==> src/hw/rtl/rmap_pkg.sv <==
// ----------------------------------------------------------------------------
// RMAP parser package
// Shared types, constants and the CRC-8 step used by the parser.
// ----------------------------------------------------------------------------
package rmap_pkg;

  typedef enum logic [1:0] {
    KIND_PATH    = 2'd0,
    KIND_REPLY   = 2'd1,
    KIND_DATA    = 2'd2,
    KIND_SUMMARY = 2'd3
  } kind_e;

  typedef enum logic [2:0] {
    ERR_OK       = 3'd0,
    ERR_SHORT    = 3'd1,
    ERR_NO_LA    = 3'd2,
    ERR_PROTOCOL = 3'd3,
    ERR_HDR_CRC  = 3'd4,
    ERR_LENGTH   = 3'd5,
    ERR_DATA_CRC = 3'd6
  } err_e;

  typedef enum logic [1:0] {
    PH_PATH   = 2'd0,
    PH_HEADER = 2'd1,
    PH_DATA   = 2'd2,
    PH_SKIP   = 2'd3
  } phase_e;

  localparam int unsigned CfgIdxHdrCrc  = 0;
  localparam int unsigned CfgIdxDataCrc = 1;

  localparam logic [7:0] ProtocolId = 8'h01;
  localparam logic [7:0] PathLimit  = 8'h20;

  // Result queue entries; power of two, at least 4 (two writes a cycle)
  localparam int unsigned QueueDepth = 4;

  // One result item, passed from the parser to the output queue.
  typedef struct packed {
    kind_e        kind;
    logic [7:0]   out_byte;
    logic         packet_done;
    logic [7:0]   instruction;
    logic [7:0]   key_or_status;
    logic [7:0]   target_logical_address;
    logic [7:0]   initiator_logical_address;
    logic [15:0]  transaction_id;
    logic [7:0]   extended_address;
    logic [31:0]  memory_address;
    logic [23:0]  data_length;
    err_e         error_code;
  } result_t;

  localparam int unsigned ResultW = $bits(result_t);

  // Reflected CRC-8, poly x^8+x^2+x+1 (0xE0 reflected).
  function automatic logic [7:0] crc8_step(logic [7:0] c, logic [7:0] b);
    logic [7:0] r;
    r = c ^ b;
    for (int k = 0; k < 8; k++) begin
      r = r[0] ? ((r >> 1) ^ 8'hE0) : (r >> 1);
    end
    return r;
  endfunction

endpackage

==> src/hw/rtl/rmap_if.sv <==
// ----------------------------------------------------------------------------
// RMAP stream interfaces
// Valid/ready channels for the byte input and the result output.
// ----------------------------------------------------------------------------
interface rmap_in_if;
  logic       valid;
  logic       ready;
  logic [7:0] byte_value;
  logic       end_of_packet;
  modport source (output valid, byte_value, end_of_packet, input ready);
  modport sink   (input valid, byte_value, end_of_packet, output ready);
endinterface

interface rmap_out_if;
  logic         valid;
  logic         ready;
  logic [1:0]   kind;
  logic [7:0]   out_byte;
  logic         packet_done;
  logic [7:0]   instruction;
  logic [7:0]   key_or_status;
  logic [7:0]   target_logical_address;
  logic [7:0]   initiator_logical_address;
  logic [15:0]  transaction_id;
  logic [7:0]   extended_address;
  logic [31:0]  memory_address;
  logic [23:0]  data_length;
  logic [2:0]   error_code;
  modport source (output valid, kind, out_byte, packet_done, instruction, key_or_status,
                  target_logical_address, initiator_logical_address, transaction_id,
                  extended_address, memory_address, data_length, error_code,
                  input ready);
  modport sink   (input valid, kind, out_byte, packet_done, instruction, key_or_status,
                  target_logical_address, initiator_logical_address, transaction_id,
                  extended_address, memory_address, data_length, error_code,
                  output ready);
endinterface

==> src/hw/rtl/rmap_packet_parser_checker_core.sv <==
// ----------------------------------------------------------------------------
// RMAP packet parser and checker
// Decodes an RMAP byte stream into path, reply-address, data and summary
// results, checking protocol id, lengths and header/data CRC-8.
// ----------------------------------------------------------------------------
// One input byte is accepted every clock cycle while the result queue has room
// for two entries; each byte produces zero, one or two results (a passed byte
// and/or the packet summary). Results of a byte are written to the queue
// registers and reach the output behind any older queued results. The output side
// delivers one result per cycle while out_if.ready is high, so the sustained rate
// is one byte per cycle except where the output stalls or a byte produces two
// results, whose second result must also be drained from the queue.
module rmap_packet_parser_checker_core (
  input  logic       clk_i,
  input  logic       rst_ni,
  rmap_in_if.sink    in_if,
  rmap_out_if.source out_if,
  input  logic       cfg_we_i,
  input  logic       cfg_idx_i,
  input  logic       cfg_wdata_i
);
  import rmap_pkg::*;

  logic    chk_hdr_q, chk_data_q;
  logic    accept, space2;
  logic    r0v, r1v;
  result_t r0, r1, rd;

  // config registers; index wider than the list is unneeded with one bit
  always_ff @(posedge clk_i or negedge rst_ni) begin
    if (!rst_ni) begin
      chk_hdr_q  <= 1'b1;
      chk_data_q <= 1'b1;
    end else if (cfg_we_i) begin
      if (cfg_idx_i == 1'(CfgIdxHdrCrc)) chk_hdr_q <= cfg_wdata_i;
      else chk_data_q <= cfg_wdata_i;
    end
  end

  assign in_if.ready = space2;
  assign accept      = in_if.valid & space2;

  rmap_parser u_parser (
    .clk_i,
    .rst_ni,
    .in_valid_i   (accept),
    .in_byte_i    (in_if.byte_value),
    .in_eop_i     (in_if.end_of_packet),
    .chk_hdr_i    (chk_hdr_q),
    .chk_data_i   (chk_data_q),
    .res0_valid_o (r0v),
    .res0_o       (r0),
    .res1_valid_o (r1v),
    .res1_o       (r1)
  );

  rmap_fifo u_fifo (
    .clk_i,
    .rst_ni,
    .wr0_i    (r0v),
    .wd0_i    (r0),
    .wr1_i    (r1v),
    .wd1_i    (r1),
    .space2_o (space2),
    .valid_o  (out_if.valid),
    .ready_i  (out_if.ready),
    .rd_o     (rd)
  );

  assign out_if.kind                      = rd.kind;
  assign out_if.out_byte                  = rd.out_byte;
  assign out_if.packet_done               = rd.packet_done;
  assign out_if.instruction               = rd.instruction;
  assign out_if.key_or_status             = rd.key_or_status;
  assign out_if.target_logical_address    = rd.target_logical_address;
  assign out_if.initiator_logical_address = rd.initiator_logical_address;
  assign out_if.transaction_id            = rd.transaction_id;
  assign out_if.extended_address          = rd.extended_address;
  assign out_if.memory_address            = rd.memory_address;
  assign out_if.data_length               = rd.data_length;
  assign out_if.error_code                = rd.error_code;

  // a waiting result stays put until its transaction
  assert property (@(posedge clk_i) disable iff (!rst_ni)
    (out_if.valid && !out_if.ready) |=> (out_if.valid && $stable(rd)))
    else $error("waiting result changed");
  assert property (@(posedge clk_i) disable iff (!rst_ni)
    (out_if.valid && out_if.packet_done) |-> (out_if.kind == KIND_SUMMARY))
    else $error("summary flag on non-summary");
  assert property (@(posedge clk_i) disable iff (!rst_ni) r0v |-> accept)
    else $error("result without accepted byte");

endmodule

==> src/hw/rtl/rmap_parser.sv <==
// ----------------------------------------------------------------------------
// RMAP parser front end
// Classifies each byte, tracks header fields and CRCs, and produces up to
// two result items per byte.
// ----------------------------------------------------------------------------
module rmap_parser (
  input  logic                clk_i,
  input  logic                rst_ni,
  input  logic                in_valid_i,
  input  logic [7:0]          in_byte_i,
  input  logic                in_eop_i,
  input  logic                chk_hdr_i,
  input  logic                chk_data_i,
  output logic                res0_valid_o,
  output rmap_pkg::result_t   res0_o,
  output logic                res1_valid_o,
  output rmap_pkg::result_t   res1_o
);
  import rmap_pkg::*;

  phase_e      phase_q, phase_d;
  logic [4:0]  pos_q, pos_d;
  logic [7:0]  hcrc_q, hcrc_d, dcrc_q, dcrc_d;
  logic [23:0] rem_q, rem_d;
  logic [63:0] f0_q, f0_d, f1_q, f1_d;
  err_e        err_q, err_d;

  logic [7:0] b;
  logic [7:0] instr;
  logic       cmd, wr, crc_byte, has_data, clr;
  logic [4:0] base, q;
  logic       emit_b, emit_s;
  kind_e      bkind;
  err_e       scode;

  assign b     = in_byte_i;
  assign instr = f0_q[7:0];
  assign cmd   = instr[6];
  assign wr    = instr[5];
  assign base  = 5'd4 + {1'b0, instr[1:0], 2'b00};
  assign q     = pos_q - base;

  always_comb begin
    phase_d  = phase_q;
    pos_d    = pos_q;
    hcrc_d   = hcrc_q;
    dcrc_d   = dcrc_q;
    rem_d    = rem_q;
    f0_d     = f0_q;
    f1_d     = f1_q;
    err_d    = err_q;
    emit_b   = 1'b0;
    emit_s   = 1'b0;
    bkind    = KIND_PATH;
    scode    = ERR_OK;
    crc_byte = 1'b0;
    has_data = 1'b0;
    if (in_valid_i) begin
      unique case (phase_q) inside
        PH_PATH, PH_HEADER: begin
          if (phase_q == PH_PATH && b < PathLimit) begin
            emit_b = 1'b1;
            if (in_eop_i) begin
              emit_s = 1'b1;
              scode  = ERR_NO_LA;
            end
          end else begin
            // header byte; at the first header byte position is zero
            if (phase_q == PH_PATH) phase_d = PH_HEADER;
            if (pos_q == 5'd0 || phase_q == PH_PATH) begin
              f0_d[23:16] = b;
            end else if (pos_q == 5'd1) begin
              if (b != ProtocolId) err_d = ERR_PROTOCOL;
            end else if (pos_q == 5'd2) begin
              f0_d[7:0] = b;
              if (!b[6]) begin
                f0_d[31:24] = f0_q[23:16];
                f0_d[23:16] = 8'd0;
              end
            end else if (pos_q == 5'd3) begin
              f0_d[15:8] = b;
            end else if (cmd) begin
              if (pos_q < base) begin
                emit_b = 1'b1;
                bkind  = KIND_REPLY;
              end else if (q == 5'd0) f0_d[31:24] = b;
              else if (q <= 5'd2) f0_d[47:32] = {f0_q[39:32], b};
              else if (q == 5'd3) f0_d[55:48] = b;
              else if (q <= 5'd7) f1_d[31:0] = {f1_q[23:0], b};
              else if (q <= 5'd10) f1_d[55:32] = {f1_q[47:32], b};
              else crc_byte = 1'b1;
            end else begin
              if (pos_q == 5'd4) f0_d[23:16] = b;
              else if (pos_q <= 5'd6) f0_d[47:32] = {f0_q[39:32], b};
              else if (pos_q == 5'd7) crc_byte = wr;
              else if (pos_q <= 5'd10) f1_d[55:32] = {f1_q[47:32], b};
              else crc_byte = 1'b1;
            end
            // reply address bytes are suppressed after a bad protocol id
            if (err_d == ERR_PROTOCOL) begin
              emit_b = 1'b0;
              if (in_eop_i) begin
                emit_s = 1'b1;
                scode  = ERR_SHORT;
              end else begin
                phase_d = PH_SKIP;
                pos_d   = (phase_q == PH_PATH) ? 5'd1 : pos_q + 5'd1;
              end
            end else if (!crc_byte) begin
              hcrc_d = crc8_step(hcrc_q, b);
              if (in_eop_i) begin
                emit_s = 1'b1;
                scode  = ERR_SHORT;
              end else begin
                pos_d = (phase_q == PH_PATH) ? 5'd1 : pos_q + 5'd1;
              end
            end else begin
              has_data = cmd ? wr : !wr;
              if (chk_hdr_i && hcrc_q != b) err_d = ERR_HDR_CRC;
              if (in_eop_i) begin
                emit_s = 1'b1;
                scode  = (err_d != ERR_OK) ? err_d : (has_data ? ERR_LENGTH : ERR_OK);
              end else if (err_d != ERR_OK || !has_data) begin
                phase_d = PH_SKIP;
              end else begin
                phase_d = PH_DATA;
                rem_d   = f1_q[55:32];
              end
            end
          end
        end
        PH_DATA: begin
          if (rem_q != 24'd0) begin
            if (in_eop_i) begin
              emit_s = 1'b1;
              scode  = ERR_LENGTH;
            end else begin
              emit_b = 1'b1;
              bkind  = KIND_DATA;
              dcrc_d = crc8_step(dcrc_q, b);
              rem_d  = rem_q - 24'd1;
            end
          end else if (in_eop_i) begin
            emit_s = 1'b1;
            scode  = (chk_data_i && dcrc_q != b) ? ERR_DATA_CRC : ERR_OK;
          end else begin
            err_d   = ERR_LENGTH;
            phase_d = PH_SKIP;
          end
        end
        PH_SKIP: begin
          if (in_eop_i) begin
            emit_s = 1'b1;
            scode  = (err_q == ERR_PROTOCOL && pos_q < 5'd7) ? ERR_SHORT : err_q;
          end else if (pos_q != 5'd31) begin
            pos_d = pos_q + 5'd1;
          end
        end
        default: ;
      endcase
    end
  end

  assign clr = emit_s;

  // byte result, then summary; summary sits in slot 0 if no byte precedes it
  result_t rb, rs;
  always_comb begin
    rb = '0;
    rb.kind     = bkind;
    rb.out_byte = b;
    rs = '0;
    rs.kind                      = KIND_SUMMARY;
    rs.packet_done               = 1'b1;
    rs.instruction               = f0_d[7:0];
    rs.key_or_status             = f0_d[15:8];
    rs.target_logical_address    = f0_d[23:16];
    rs.initiator_logical_address = f0_d[31:24];
    rs.transaction_id            = f0_d[47:32];
    rs.extended_address          = f0_d[55:48];
    rs.memory_address            = f1_d[31:0];
    rs.data_length               = f1_d[55:32];
    rs.error_code                = scode;
  end

  assign res0_valid_o = emit_b | emit_s;
  assign res0_o       = emit_b ? rb : rs;
  assign res1_valid_o = emit_b & emit_s;
  assign res1_o       = rs;

  always_ff @(posedge clk_i or negedge rst_ni) begin
    if (!rst_ni) begin
      phase_q <= PH_PATH;
      pos_q   <= '0;
      hcrc_q  <= '0;
      dcrc_q  <= '0;
      rem_q   <= '0;
      f0_q    <= '0;
      f1_q    <= '0;
      err_q   <= ERR_OK;
    end else if (clr) begin
      phase_q <= PH_PATH;
      pos_q   <= '0;
      hcrc_q  <= '0;
      dcrc_q  <= '0;
      rem_q   <= '0;
      f0_q    <= '0;
      f1_q    <= '0;
      err_q   <= ERR_OK;
    end else begin
      phase_q <= phase_d;
      pos_q   <= pos_d;
      hcrc_q  <= hcrc_d;
      dcrc_q  <= dcrc_d;
      rem_q   <= rem_d;
      f0_q    <= f0_d;
      f1_q    <= f1_d;
      err_q   <= err_d;
    end
  end

  assert property (@(posedge clk_i) disable iff (!rst_ni) res1_valid_o |-> res0_valid_o)
    else $error("second result without first");
  assert property (@(posedge clk_i) disable iff (!rst_ni)
    res1_valid_o |-> (res1_o.kind == KIND_SUMMARY && res0_o.kind != KIND_SUMMARY))
    else $error("bad result pair order");
  assert property (@(posedge clk_i) disable iff (!rst_ni)
    (phase_q == PH_DATA) |-> (err_q == ERR_OK))
    else $error("data phase with latched error");

endmodule

==> src/hw/rtl/rmap_fifo.sv <==
// ----------------------------------------------------------------------------
// RMAP result queue
// Small queue that takes up to two results a cycle and delivers one.
// ----------------------------------------------------------------------------
module rmap_fifo (
  input  logic              clk_i,
  input  logic              rst_ni,
  input  logic              wr0_i,
  input  rmap_pkg::result_t wd0_i,
  input  logic              wr1_i,
  input  rmap_pkg::result_t wd1_i,
  output logic              space2_o,
  output logic              valid_o,
  input  logic              ready_i,
  output rmap_pkg::result_t rd_o
);
  import rmap_pkg::*;

  localparam int unsigned Depth = QueueDepth;
  localparam int unsigned AW    = $clog2(Depth);

  result_t          mem_q [Depth];
  logic [AW-1:0]    wp_q, rp_q;
  logic [AW:0]      cnt_q;
  logic             pop;
  logic [AW:0]      nwr;

  assign valid_o  = cnt_q != '0;
  assign rd_o     = mem_q[rp_q];
  assign pop      = valid_o & ready_i;
  assign nwr      = {{AW{1'b0}}, wr0_i} + {{AW{1'b0}}, wr1_i};
  assign space2_o = cnt_q <= (AW+1)'(Depth - 2);

  always_ff @(posedge clk_i) begin
    if (wr0_i) mem_q[wp_q] <= wd0_i;
    if (wr1_i) mem_q[wp_q + AW'(1)] <= wd1_i;
  end

  always_ff @(posedge clk_i or negedge rst_ni) begin
    if (!rst_ni) begin
      wp_q  <= '0;
      rp_q  <= '0;
      cnt_q <= '0;
    end else begin
      wp_q  <= wp_q + nwr[AW-1:0];
      if (pop) rp_q <= rp_q + AW'(1);
      cnt_q <= cnt_q + nwr - {{AW{1'b0}}, pop};
    end
  end

  assert property (@(posedge clk_i) disable iff (!rst_ni) cnt_q <= (AW+1)'(Depth))
    else $error("queue overflow");
  assert property (@(posedge clk_i) disable iff (!rst_ni) wr1_i |-> wr0_i)
    else $error("write lane 1 without lane 0");
  assert property (@(posedge clk_i) disable iff (!rst_ni)
    (cnt_q == '0) |=> (cnt_q <= 2))
    else $error("queue grew too fast");

endmodule
==> src/flat_wrapper.sv <==
// flat-port wrapper written by rule: the top's interface ports become plain ports
module rmap_packet_parser_checker_core_flat import rmap_pkg::*;
  (clk_i, rst_ni, cfg_we_i, cfg_idx_i, cfg_wdata_i, in_if_valid, in_if_byte_value, in_if_end_of_packet, in_if_ready, out_if_valid, out_if_kind, out_if_out_byte, out_if_packet_done, out_if_instruction, out_if_key_or_status, out_if_target_logical_address, out_if_initiator_logical_address, out_if_transaction_id, out_if_extended_address, out_if_memory_address, out_if_data_length, out_if_error_code, out_if_ready);
  rmap_in_if in_if_i ();
  rmap_out_if out_if_i ();
  input  logic clk_i;
  input  logic rst_ni;
  input  logic cfg_we_i;
  input  logic cfg_idx_i;
  input  logic cfg_wdata_i;
  input wire logic [$bits(in_if_i.valid)-1:0] in_if_valid;
  input wire logic [$bits(in_if_i.byte_value)-1:0] in_if_byte_value;
  input wire logic [$bits(in_if_i.end_of_packet)-1:0] in_if_end_of_packet;
  output wire logic [$bits(in_if_i.ready)-1:0] in_if_ready;
  output wire logic [$bits(out_if_i.valid)-1:0] out_if_valid;
  output wire logic [$bits(out_if_i.kind)-1:0] out_if_kind;
  output wire logic [$bits(out_if_i.out_byte)-1:0] out_if_out_byte;
  output wire logic [$bits(out_if_i.packet_done)-1:0] out_if_packet_done;
  output wire logic [$bits(out_if_i.instruction)-1:0] out_if_instruction;
  output wire logic [$bits(out_if_i.key_or_status)-1:0] out_if_key_or_status;
  output wire logic [$bits(out_if_i.target_logical_address)-1:0] out_if_target_logical_address;
  output wire logic [$bits(out_if_i.initiator_logical_address)-1:0] out_if_initiator_logical_address;
  output wire logic [$bits(out_if_i.transaction_id)-1:0] out_if_transaction_id;
  output wire logic [$bits(out_if_i.extended_address)-1:0] out_if_extended_address;
  output wire logic [$bits(out_if_i.memory_address)-1:0] out_if_memory_address;
  output wire logic [$bits(out_if_i.data_length)-1:0] out_if_data_length;
  output wire logic [$bits(out_if_i.error_code)-1:0] out_if_error_code;
  input wire logic [$bits(out_if_i.ready)-1:0] out_if_ready;
  assign in_if_i.valid = in_if_valid;
  assign in_if_i.byte_value = in_if_byte_value;
  assign in_if_i.end_of_packet = in_if_end_of_packet;
  assign in_if_ready = in_if_i.ready;
  assign out_if_valid = out_if_i.valid;
  assign out_if_kind = out_if_i.kind;
  assign out_if_out_byte = out_if_i.out_byte;
  assign out_if_packet_done = out_if_i.packet_done;
  assign out_if_instruction = out_if_i.instruction;
  assign out_if_key_or_status = out_if_i.key_or_status;
  assign out_if_target_logical_address = out_if_i.target_logical_address;
  assign out_if_initiator_logical_address = out_if_i.initiator_logical_address;
  assign out_if_transaction_id = out_if_i.transaction_id;
  assign out_if_extended_address = out_if_i.extended_address;
  assign out_if_memory_address = out_if_i.memory_address;
  assign out_if_data_length = out_if_i.data_length;
  assign out_if_error_code = out_if_i.error_code;
  assign out_if_i.ready = out_if_ready;
  rmap_packet_parser_checker_core u_core (.clk_i(clk_i), .rst_ni(rst_ni), .in_if(in_if_i), .out_if(out_if_i), .cfg_we_i(cfg_we_i), .cfg_idx_i(cfg_idx_i), .cfg_wdata_i(cfg_wdata_i));
endmodule
==> config.mk <==
export PLATFORM = sky130hd
export DESIGN_NAME = rmap_packet_parser_checker_core_flat
export DESIGN_NICKNAME = d
export VERILOG_FILES = /design/src/hw/rtl/rmap_pkg.sv /design/src/hw/rtl/rmap_if.sv /design/src/hw/rtl/rmap_packet_parser_checker_core.sv /design/src/hw/rtl/rmap_parser.sv /design/src/hw/rtl/rmap_fifo.sv /design/src/flat_wrapper.sv
export SDC_FILE = /design/constraint.sdc
export NUM_CORES = 1
export LEC_CHECK = 0
export CORE_MARGIN = 4
export CORE_UTILIZATION = 55
export DETAILED_ROUTE_END_ITERATION = 8
export DONT_BUFFER_PORTS = 1
export GPL_TIMING_DRIVEN = 0
export PLACE_DENSITY = 0.7
export SYNTH_ARGS = -nofsm -noshare
export SYNTH_HDL_FRONTEND = slang
export SYNTH_SLANG_ARGS = --single-unit
==> constraint.sdc <==
create_clock -name clk_i -period 9.5 [get_ports clk_i]
set_clock_uncertainty 0.15 [all_clocks]
set_input_delay 2.375 -clock clk_i [delete_from_list [all_inputs] [get_ports clk_i]]
set_output_delay 2.375 -clock clk_i [all_outputs]
set_load 0.03 [all_outputs]
Word level (Yosys, flattened, before mapping):

Memories as Yosys holds them, arrays and structs flattened.
Index checks and enable logic that the tools add are counted.

* register bits after elaboration: 171
* memories kept: 1
* input port bits: 16
* bits in writable memories: 504
* word-level logic and storage cells: 309
* output and inout bits: 128

* $add $sub $neg: 10
* reduce and logical (&&, ||, !) cells: 29
* multiplexer cells: 194
* $lt $le $gt $ge: 9
* bitwise operators: 23
* equality and inequality tests: 30

Memory list
* u_core.u_fifo.mem_q: depth 4, bits a word 126, read ports 1, clocked after memory_dff 0, write ports 2, line rmap_fifo.sv:22 `result_t mem_q [Depth];`

Operators by type and width (number)
* $mux 56: 17
* $mux 24: 18
* $mux 8: 38
* $mux 32: 4
* $mux 126: 1
* $mux 16: 7
* $mux 3: 32
* $not 2->3: 16
* $pmux 24 s2: 1
* $mux 5: 9
* $mux 1: 43
* $mux 40: 1
* $mux 2: 17
* $ne 3x3->1 const B: 8
* $reduce_bool 24->1: 1
* $sub 24x1->24 const B: 1
* $ne 8x8->1: 2
* $xor 8x8->8: 2
* $eq 5x2->1 const B: 3
* $reduce_bool 3->1: 4
* $eq 5x3->1 const B: 2
* $le 5x3->1 const B: 2
* $le 5x4->1 const B: 2
* $logic_not 5->1: 2
* other kinds (43): 62

Logic depth before layout (Yosys ltp):

* depth after elaboration: 32
* gate-level depth with buffers: 20

Cells and area by module:

Synthesis repeated with hierarchy kept, for this count alone.

* cells, all modules: 2452
* area, all modules: 34899.7 um^2

By module, submodules not included
* rmap_fifo: times used 1, area an instance 24726.2 um^2, cells an instance 1259, seq. area each 15309.7 um^2
* rmap_parser: times used 1, area an instance 10078.4 um^2, cells an instance 1186, seq. area each 4053.9 um^2
* rmap_packet_parser_checker_core: times used 1, area an instance 95.1 um^2, cells an instance 7, seq. area each 52.6 um^2

Worst setup path before layout:

OpenSTA, ideal clock, no wires.

* path kind: in2reg
* start point: input in_if_byte_value[7]
* end point: memory u_core.u_fifo.mem_q[0][93] (netlist bit) (data pin)
* buffers on the path: 6
* arrival: 8.388 ns
* slack: 0.818 ns
* required time: 9.207 ns
* cell stages on the path: 18
* cells stage by stage: buf_2 > nor3_2 > nand4_1 > a211o_1 > o311a_1 > buf_4 > nor2_1 > clkinv_1 > ha_1 > clkbuf_1 > or3_1 > and2_1 > clkbuf_1 > inv_1 > o21ai_2 > buf_2 > buf_2 > nor2_1

RTL lines
* start: declaration: line flat_wrapper.sv:12 `input wire logic [$bits(in_if_i.byte_value)-1:0] in_if_byte_value;`
* end: declaration: line rmap_fifo.sv:22

==> summary.md <==
| Metric | Value |
|---|---|
| Minimum clock period | `7.964 ns` |
| CTS Root Cell | `clkbuf_16` |
| Max Clk Rate | `0.1256 GHz` |
| Final cell count without fillers | `3075` |
| Routed WL per cell | `25.27 µm` |
| Setup repair bufs after CTS | `0` |
| Outcome | `finished, final reports clean` |
| Final worst slack | `1.536 ns` |
| Arrival time worst endpoint | `8.26 ns` |
| IO Pins | `144` |
| Area Overhead vs Synth | `11.34%` |
| Clock latency on the worst-skew pair | `0.62 ns` |
| Netlist cell types | `86` |
| Drt pass-1 iters | `5` |
| Remaining DRCs | `0` |
| Detailed placer's ending HPWL | `50.42 mm` |
| Placed cell count | `2945` |
| Overflow after GRT | `0` |
| RSZ-0062 raised after global routing | `false` |
| Share of layout cells above drive strength 1 | `0.1299` |
| Vias per cell | `6.139` |
| Antenna cell count | `0` |
| Final period util | `0.8383` |
| Syn nets | `2293` |
| Top post-synthesis cells by area | `edfxtp_1 47%, dfrtp_1 14%, mux4_2 9.6%` |
| Worst Setup Start Kind | `input pin` |
| Gate Count Post-Synth | `2253` |
| Leak pwr | `0.01188 µW` |
| Reg2Reg Depth | `17` |
| Setup violation total in the final timing report | `0` |
| Initial antenna violation count | `1` |
| Register area share after synthesis | `0.6406` |
| Post-synth EDFFs | `460` |
| Hold Path Depth | `2` |
| Slew @ Worst Pin | `1.381 ns` |
| Max_cap viols | `0` |
| Clk slew on worst S/H paths | `0.06 ns` |
| Number of buffers created by CTS | `70` |
| Share of flip-flops with an asynchronous set or reset | `0.2533` |
| Initial DRC count | `1841` |
| Core ar. | `0.05297 mm²` |
| Synth Area per Inst | `13.15 µm²` |
| Pins Over Slew Limit | `0` |
| PortBufs | `0` |
| Share of the synthesized area in the top cell type | `0.4663` |
| Antenna-violating nets left | `0` |
| Critical Path Fanout Max | `74` |
| Vias in the first global route | `19420` |
| Footprint of the multi-input gates | `0.009893 mm²` |
| Worst setup EP type | `flop` |
| Post-Syn Area | `0.02962 mm²` |
| Tot GR Track Use | `0.2741` |
| Hold/Removal Path Class | `flop to flop` |
| Pwr/cell area | `283.3 mW/mm²` |
| Synth area leader | `edfxtp_1` |
| Max VDD drop | `0.0002307 V` |
| Setup WS pre-CTS | `0.9393 ns` |
| Hold Violations, Final | `0` |
| H-tree depth | `3` |
| # fillers | `4110` |
| Syn. warnings | `0` |
| Hold Buf Count CTS | `0` |
| Pin count of the biggest net entering global routing | `172` |
| Storage cell area | `0.01898 mm²` |
| Die H | `240.1 µm` |
| # resized after CTS | `0` |
| Slew margin rel. | `0.07942` |
| Layout Nets | `2369` |
| Initial Util | `0.5592` |
| Die X-Extent | `240.1 µm` |
| Rows | `84` |
| Clock Sinks | `675` |
| Placer Congestion | `0.9181` |
| Main synth FF type | `edfxtp_1` |
| First-pass GRT wire length | `118.7 mm` |
| Final Util | `0.6226` |
| Detailed-route wire length | `77.71 mm` |
| TritonCTS clock tree | `yes` |
| #FFs+latches synth | `675` |
| Die area | `0.05764 mm²` |
| CTS Buffer Depth | `3` |
| Setup Crit Path Kind | `input pin to flop` |
| Vias | `18880` |
| Critical Path RT | `9.80 ns` |
-- cells by family (layout without fill, tap and decap cells) --
logic type	count (synthesis)	in the layout	synth area share
multiplexers	240	240	0.1347
flip-flops	675	675	0.6406
adder cells (fa/ha/maj)	24	24	0.01064
XOR/XNOR	48	48	0.01419
buffers and inverters	187	321	0.02543
AND/OR/NAND/NOR	828	828	0.1147
AO/OA/AOI/OAI	251	251	0.05977
-- critical path, stage by stage --
cell	delay [ns]
buf_2	0.18
nor3_2	0.24
nand4_1	0.41
a211o_1	0.51
o311a_1	0.37
buf_4	0.18
nor2_1	0.19
clkinv_1	0.34
ha_1	0.30
clkbuf_1	0.17
or3_1	0.39
and2_1	0.18
clkbuf_1	0.28
inv_6	0.50
buf_16	0.42
o21ai_2	0.38
buf_2	0.37
buf_2	0.26
nor2_1	0.16
-- area by class of cell --
cell class / count / area share
Tap cell: 688 / 0.02610
Clock inverter: 44 / 0.01563
Clock buffer: 86 / 0.05615
Inverter: 30 / 0.004021
Timing Repair Buffer: 4 / 0.003339
Sequential cell: 675 / 0.5754
Buffer: 157 / 0.01942
Multi-Input combinational cell: 1391 / 0.3000
-- path summary, 6_finish.rpt --
check / slack, ns / from / end
setup / recovery: 1.54 / in_if_byte_value[7] / u_core.u_fifo.mem_q[0][103]
hold reg to reg: 0.30 / u_core.u_fifo.mem_q[0][115] / u_core.u_fifo.mem_q[0][115]
max in group asynchronous: 7.56 / rst_ni / u_core.u_parser.f1_q[15]
hold / removal: 0.30 / u_core.u_fifo.mem_q[0][115] / u_core.u_fifo.mem_q[0][115]
min in group asynchronous: 1.33 / rst_ni / u_core.u_parser.f0_q[18]
setup reg to reg: 2.23 / u_core.u_fifo.cnt_q[1] / u_core.u_fifo.mem_q[0][103]
-- stage by stage --
stage / hold WS, ns / TNS, ns / instance area, µm² / total power (µW)
6_report: 0.3016 / 0 / 32980 / 9342
5_1_grt: 0.3209 / 0 / 32980 / 9718
4_1_cts: 0.3004 / 0 / 32980 / 9396
3_5_place_dp: 0.2912 / 0 / 30610 / 6586
3_3_place_gp: 0.2830 / -2003.98 / 30480 / 6566
2_1_floorplan: 0.2687 / 0 / 29620 / 5868
-- cell usage after synthesis (all sizes together) (5+ instances only) --
master	n
a21oi	52
or4	7
a22oi	7
a32o	19
nand3	22
o2bb2ai	13
clkbuf	110
buf	47
or3	11
mux4	126
dfxtp	44
o31ai	11
a22o	14
o211ai	6
mux2i	105
a211oi	6
and3	5
and2	6
nor3	21
edfxtp	460
or2	5
nor2b	5
nor4	10
mux2	9
o21ai	62
xor2	12
nor2	628
a31oi	6
o22ai	10
ha	22
nand4	5
a31o	5
dfrtp	169
inv	28
xnor2	36
nand2	87
a21o	6
-- power by group --
group	internal, µW	total (µW)	switching (µW)
registers	3410	3510	106
clock network	1650	2830	1180
logic	907	2990	2090
-- flip-flops by register name (all words and copies together), names as in the netlist, 3 cells and up --
name	count
u_core.u_parser.rem_q	24
u_core.u_parser.f1_q	56
u_core.u_parser.err_q	3
u_core.u_parser.f0_q	56
u_core.u_parser.pos_q	5
u_core.u_parser.dcrc_q	8
u_core.u_fifo.mem_q	504
u_core.u_fifo.cnt_q	3
u_core.u_parser.hcrc_q	8
-- routing by layer --
| layer | global-route usage | part of all wire | vias to the layer above |
|---|---|---|---|
| met1 | 0.3707 | 0.40 | 9652 |
| met2 | 0.4584 | 0.49 | 705 |
| li1 | - | - | 8382 |
| met3 | 0.04990 | 0.069 | 137 |
| met5 | 0 | 0 | - |
| met4 | 0.08709 | 0.033 | 0 |
-- placed cells by master, fill, tap and decap left out, types with 22 or more instances in the layout --
master       n
nor2_1     627
edfxtp_1   460
dfrtp_1    169
mux4_2     126
clkbuf_1   122
mux2i_1    105
nand2_1     87
clkbuf_16   70
o21ai_0     56
a21oi_1     51
dfxtp_1     44
xnor2_1     36
buf_2       29
inv_1       23
nand3_1     22
ha_1        22
No activity file was read; power rests on OpenSTA's default activity.
